## src/hdl/crn_pkg.sv

```systemverilog
`timescale 1ns / 1ps
`default_nettype none
package crn_pkg;

    // Default sizes of the block.
    localparam int DEF_MAX_ROWS   = 64;
    localparam int DEF_MAX_COLS   = 64;
    localparam int DEF_DATA_WIDTH = 32;

    // Fixed-point format and fixed field widths.
    localparam int FRAC_BITS = 16;
    localparam int COL_W     = 6;
    localparam int CNT_W     = 32;
    localparam int CCOL_W    = 7;

    // Counter limits.
    localparam logic [CNT_W-1:0]  CLIP_TOTAL_MAX = '1;
    localparam logic [CCOL_W-1:0] CLIP_COLS_MAX  = '1;

    // Mode register codes.
    localparam logic MODE_TRAIN = 1'b0;
    localparam logic MODE_TEST  = 1'b1;

endpackage
`default_nettype wire

```

## src/hdl/crn_div.sv

```systemverilog
`timescale 1ns / 1ps
`default_nettype none
module crn_div #(
    parameter int DATA_WIDTH = 32
) (
    input  wire logic                         aclk,
    input  wire logic                         aresetn,
    input  wire logic                         start,
    input  wire logic signed [DATA_WIDTH-1:0] dividend,
    input  wire logic [DATA_WIDTH:0]          divisor,
    output logic                              done,
    output logic [DATA_WIDTH-1:0]             quotient
);
    import crn_pkg::*;

    localparam int QW  = DATA_WIDTH + 1 + FRAC_BITS;
    localparam int RW  = DATA_WIDTH + 2;
    localparam int CW  = $clog2(QW + 1);
    localparam logic [QW-1:0] SIGN_LIM = QW'(1) << (DATA_WIDTH - 1);

    logic [QW-1:0]        num_reg;
    logic [RW-1:0]        rem_reg;
    logic [DATA_WIDTH:0]  den_reg;
    logic                 neg_reg;
    logic [CW-1:0]        cnt_reg;
    logic                 busy_reg;
    logic                 done_reg;

    logic [DATA_WIDTH:0]  mag;
    logic [RW-1:0]        shifted;
    logic                 fits;
    logic [QW-1:0]        lim;
    logic [QW-1:0]        q_sat;

    // Magnitude of the signed dividend, one bit wider to hold the most negative value.
    assign mag = dividend[DATA_WIDTH-1] ? (DATA_WIDTH+1)'(0) - {dividend[DATA_WIDTH-1], dividend}
                                        : {1'b0, dividend};

    // One restoring step: bring in the next dividend bit and try a subtract.
    assign shifted = {rem_reg[RW-2:0], num_reg[QW-1]};
    assign fits    = shifted >= {1'b0, den_reg};

    always_ff @(posedge aclk) begin
        if (!aresetn) begin
            busy_reg <= 1'b0;
            done_reg <= 1'b0;
            cnt_reg  <= '0;
        end else begin
            done_reg <= 1'b0;
            if (start) begin
                busy_reg <= 1'b1;
                cnt_reg  <= CW'(QW);
                num_reg  <= {mag, {FRAC_BITS{1'b0}}};
                rem_reg  <= '0;
                den_reg  <= divisor;
                neg_reg  <= dividend[DATA_WIDTH-1];
            end else if (busy_reg) begin
                rem_reg <= fits ? shifted - {1'b0, den_reg} : shifted;
                num_reg <= {num_reg[QW-2:0], fits};
                cnt_reg <= cnt_reg - CW'(1);
                if (cnt_reg == CW'(1)) begin
                    busy_reg <= 1'b0;
                    done_reg <= 1'b1;
                end
            end
        end
    end

    // Saturate to the signed range and restore the sign.
    assign lim      = neg_reg ? SIGN_LIM : SIGN_LIM - QW'(1);
    assign q_sat    = (num_reg > lim) ? lim : num_reg;
    assign quotient = neg_reg ? DATA_WIDTH'(QW'(0) - q_sat) : DATA_WIDTH'(q_sat);
    assign done     = done_reg;

endmodule
`default_nettype wire

```

## config.mk

```make
export PLATFORM = sky130hd
export DESIGN_NAME = crn_div
export DESIGN_NICKNAME = d
export VERILOG_FILES = /design/src/hdl/crn_pkg.sv /design/src/hdl/crn_div.sv
export SDC_FILE = /design/constraint.sdc
export NUM_CORES = 1
export LEC_CHECK = 0
export ABC_AREA = 1
export BUFFER_PORTS_ARGS = -buffer_cell sky130_fd_sc_hd__buf_2
export CAP_MARGIN = 20
export CORE_AREA = 2 2 143 145
export CTS_CLUSTER_DIAMETER = 150
export DETAILED_ROUTE_END_ITERATION = 12
export DIE_AREA = 0 0 145 147
export GPL_ROUTABILITY_DRIVEN = 0
export HOLD_SLACK_MARGIN = 0.15
export PLACE_DENSITY = 0.8
export SLEW_MARGIN = 15
export SYNTH_ARGS = -nofsm -noshare
export SYNTH_HDL_FRONTEND = slang
export SYNTH_SLANG_ARGS = --single-unit
```

## constraint.sdc

```tcl
create_clock -name aclk -period 4.3 [get_ports aclk]
set_clock_uncertainty 0.1 [all_clocks]
set_input_delay 0 -clock aclk [delete_from_list [all_inputs] [get_ports aclk]]
set_output_delay 0 -clock aclk [all_outputs]
set_load 0.01 [all_outputs]
```

==> flow_metrics.tcl <==
set metrics [dict create \
    cp-start-kind "register" \
    dieHeight_um 147 \
    finalHoldViolations 0 \
    whs_ps 186 \
    grt_pass1_vias 9188 \
    synth_fp_nets 1417 \
    die_w_um 145 \
    async_reset_ff_share_pct 0 \
    clockBufferDepth 2 \
    final.fill_count 1684 \
    cts_max_level 4 \
    port_buffers 100 \
    power_density_mw_per_mm2 349 \
    critPathCaptureType "output pin" \
    clk_pin_slew_worst_paths_ps 50 \
    rsz0062_at_grt "false" \
    final_cells 1733 \
    yosysSeqAreaShare_pct 37.4 \
    dp_cells 1622 \
    cts_root_buffer "clkbuf_16" \
    cts_tree "yes" \
    syn_area_mm2 0.00974 \
    period_share_pct 90.7 \
    io_pins 101 \
    grt_max_degree 83 \
    min_path_type "primary input to register" \
    cp_max_fo 60 \
    cts_buffers 17 \
    vdd_ir_drop_max_v 0.000393 \
    synth_cell_types 48 \
    maxSlewViolCount 0 \
    tns_ps 0 \
    synth_edf_count 116 \
    ant_nets 0 \
    firstDrtPassIters 5 \
    cap_viol_max_count 0 \
    wl_per_cell_um 14.5 \
    post_cts_buffers 0 \
    dp_slack_ps 857 \
    antenna_found_initial 1 \
    clock_latency_ps 410 \
    die_area_mm2 0.0213 \
    outcome "finished clean" \
    setup_viol 0 \
    drt_drc_violations_left 0 \
    drive_gt1_share_pct 13.5 \
    worstPathArrival_ps 3800 \
    grt_overflow_total 0 \
    path_class "register to output pin" \
    report.power.total_w 0.00414 \
    final_nets 1588 \
    postSynthAreaPerCell_um2 7.61 \
    largest_reg_flops 49 \
    grt_usage_pct 24.0 \
    clock_sinks 124 \
    vias 9370 \
    leakage_nw 5.37 \
    layout_min_cycle_time_ps 3900 \
    drtIter0Drc 713 \
    synthCells 1279 \
    relSlewSlack_pct 52.9 \
    crit_required_ps 4200 \
    yosys_most_used_dff "edfxtp_1" \
    dp_hpwl_um 16600 \
    setup_slack_ps 399 \
    core-area_mm2 0.0198 \
    ys_ff_latch 124 \
    grt_pass1_wl_um 42400 \
    ys_warn_count 0 \
    tightestPinTransition_ps 706 \
    syn2layout_area_growth_pct 21.8 \
    routed_wl_um 25100 \
    fmax_mhz 256 \
    num_rows 52 \
    initial_core_util_pct 49.1 \
    avgViaCountPerCell 5.41 \
]
## area by class of cell
type                       count  area (um^2)  share of cell area (%)
antenna                        2         5.00                  0.0422
clock buffer                  20          437                    3.68
clock inverter                10          125                    1.05
inverter                     168          631                    5.32
multi-input combinational    952         5300                    44.7
sequential                   124         3640                    30.7
tap                          270          338                    2.85
timing repair buffer         187         1390                    11.7
## layout by cell type (no fill, tap or decap), types with 12 or more instances in the layout
cell type,netlist,routed
a21oi_1,85,85
buf_2,5,100
clkbuf_16,0,17
dlygate4sd3_1,0,78
edfxtp_1,116,116
ha_1,69,69
inv_1,165,164
nand2_1,269,268
nand2_2,22,22
nand3_1,64,64
nand4_1,17,17
nor2_1,148,148
nor2_2,12,12
nor3_1,14,14
o21ai_0,102,102
o21ai_1,14,14
xnor2_1,24,24
xor2_1,32,32
## power by group
part           internal (W)  total [W]  switching, W
Combinational      0.000468    0.00120      0.000728
Sequential          0.00149    0.00157     0.0000852
Clock              0.000894    0.00138      0.000482
## kinds of logic (layout without fill, tap and decap cells)
family	count (synthesis)	after routing	synth area share (%)
AND/OR/NAND/NOR	578	578	26.3
other	0	2	0
adder cells (fa/ha/maj)	70	70	9.07
flip-flops	124	124	37.4
buffers and inverters	203	385	8.27
AO/OA/AOI/OAI	248	248	13.9
XOR/XNOR	56	56	5.04
## synth_stat cells, types with 2 or more instances
| library cell | instances | area share, % |
|---|---|---|
| inv_2 | 3 | 0.12 |
| xnor2_1 | 24 | 2.2 |
| buf_2 | 5 | 0.26 |
| nand3_2 | 7 | 0.72 |
| o31ai_1 | 3 | 0.23 |
| a21o_1 | 10 | 0.77 |
| edfxtp_1 | 116 | 36 |
| nand2_4 | 5 | 0.58 |
| nor3_1 | 14 | 0.72 |
| nand4_1 | 17 | 1.1 |
| ha_1 | 69 | 8.9 |
| or2_2 | 3 | 0.19 |
| a211oi_1 | 6 | 0.46 |
| nand2_2 | 22 | 1.4 |
| nor3b_1 | 2 | 0.15 |
| nor4_1 | 4 | 0.26 |
| nand3_1 | 64 | 3.3 |
| clkbuf_1 | 25 | 0.96 |
| nor3_2 | 4 | 0.41 |
| nand3b_1 | 3 | 0.23 |
| a21oi_1 | 85 | 4.4 |
| o21ai_0 | 102 | 5.2 |
| buf_6 | 3 | 0.35 |
| xor2_1 | 32 | 2.9 |
| dfxtp_1 | 8 | 1.6 |
| nor2_2 | 12 | 0.77 |
| inv_1 | 165 | 6.4 |
| nand2_1 | 269 | 10 |
| o211ai_1 | 4 | 0.31 |
| o21bai_1 | 4 | 0.31 |
| o21ai_1 | 14 | 0.72 |
| a221oi_1 | 2 | 0.18 |
| o21a_1 | 2 | 0.15 |
| a31oi_1 | 10 | 0.64 |
| nor2_1 | 148 | 5.7 |
## final timing paths
| path | end | cells past startpoint | slack [ps] | from |
|---|---|---|---|---|
| max reg2reg | rem_reg[20]$_SDFFCE_PP0P_ | 11 | 970 | num_reg[48]$_DFFE_PP_ |
| min | den_reg[10]$_DFFE_PP_ | 2 | 190 | divisor[10] |
| min reg2reg | cnt_reg[1]$_SDFFE_PP0P_ | 2 | 430 | cnt_reg[1]$_SDFFE_PP0P_ |
| max | quotient[24] | 21 | 400 | neg_reg$_DFFE_PP_ |
## critical path: stages, from the launching register on
cell,delay [ps]
edfxtp_1,370
buf_12,270
inv_1,100
buf_4,210
ha_1,280
nand3_1,60
nor3_1,250
nand2_2,150
nand3_4,260
nand2_2,130
inv_1,70
ha_1,160
a21boi_2,200
nand2_2,110
nor3_2,210
nand2_1,110
nand2_2,100
nand2_1,60
nand2_1,50
nand2_1,40
inv_1,40
buf_2,110
## repair_timing
item	4_1_cts	5_1_grt
hold buffers	78	0
endpoints found under the setup margin	0	1
hold endpoints to repair	91	0
gates resized for setup	0	1
## layer usage
layer,GRT usage (%),up-vias,wire [um]
li1,-,4637,-
met1,29.5,4203,10500
met2,41.0,414,11900
met3,4.16,116,1480
met4,11.9,0,1200
met5,0,-,0
## metrics by stage
stage	util [%]	area, um^2
6_report	59.8	11900
5_1_grt	59.8	11900
4_1_cts	59.6	11800
3_5_place_dp	52.8	10500
3_3_place_gp	52.8	10500
2_1_floorplan	-	9740
Power figures use the tool's default switching activity.
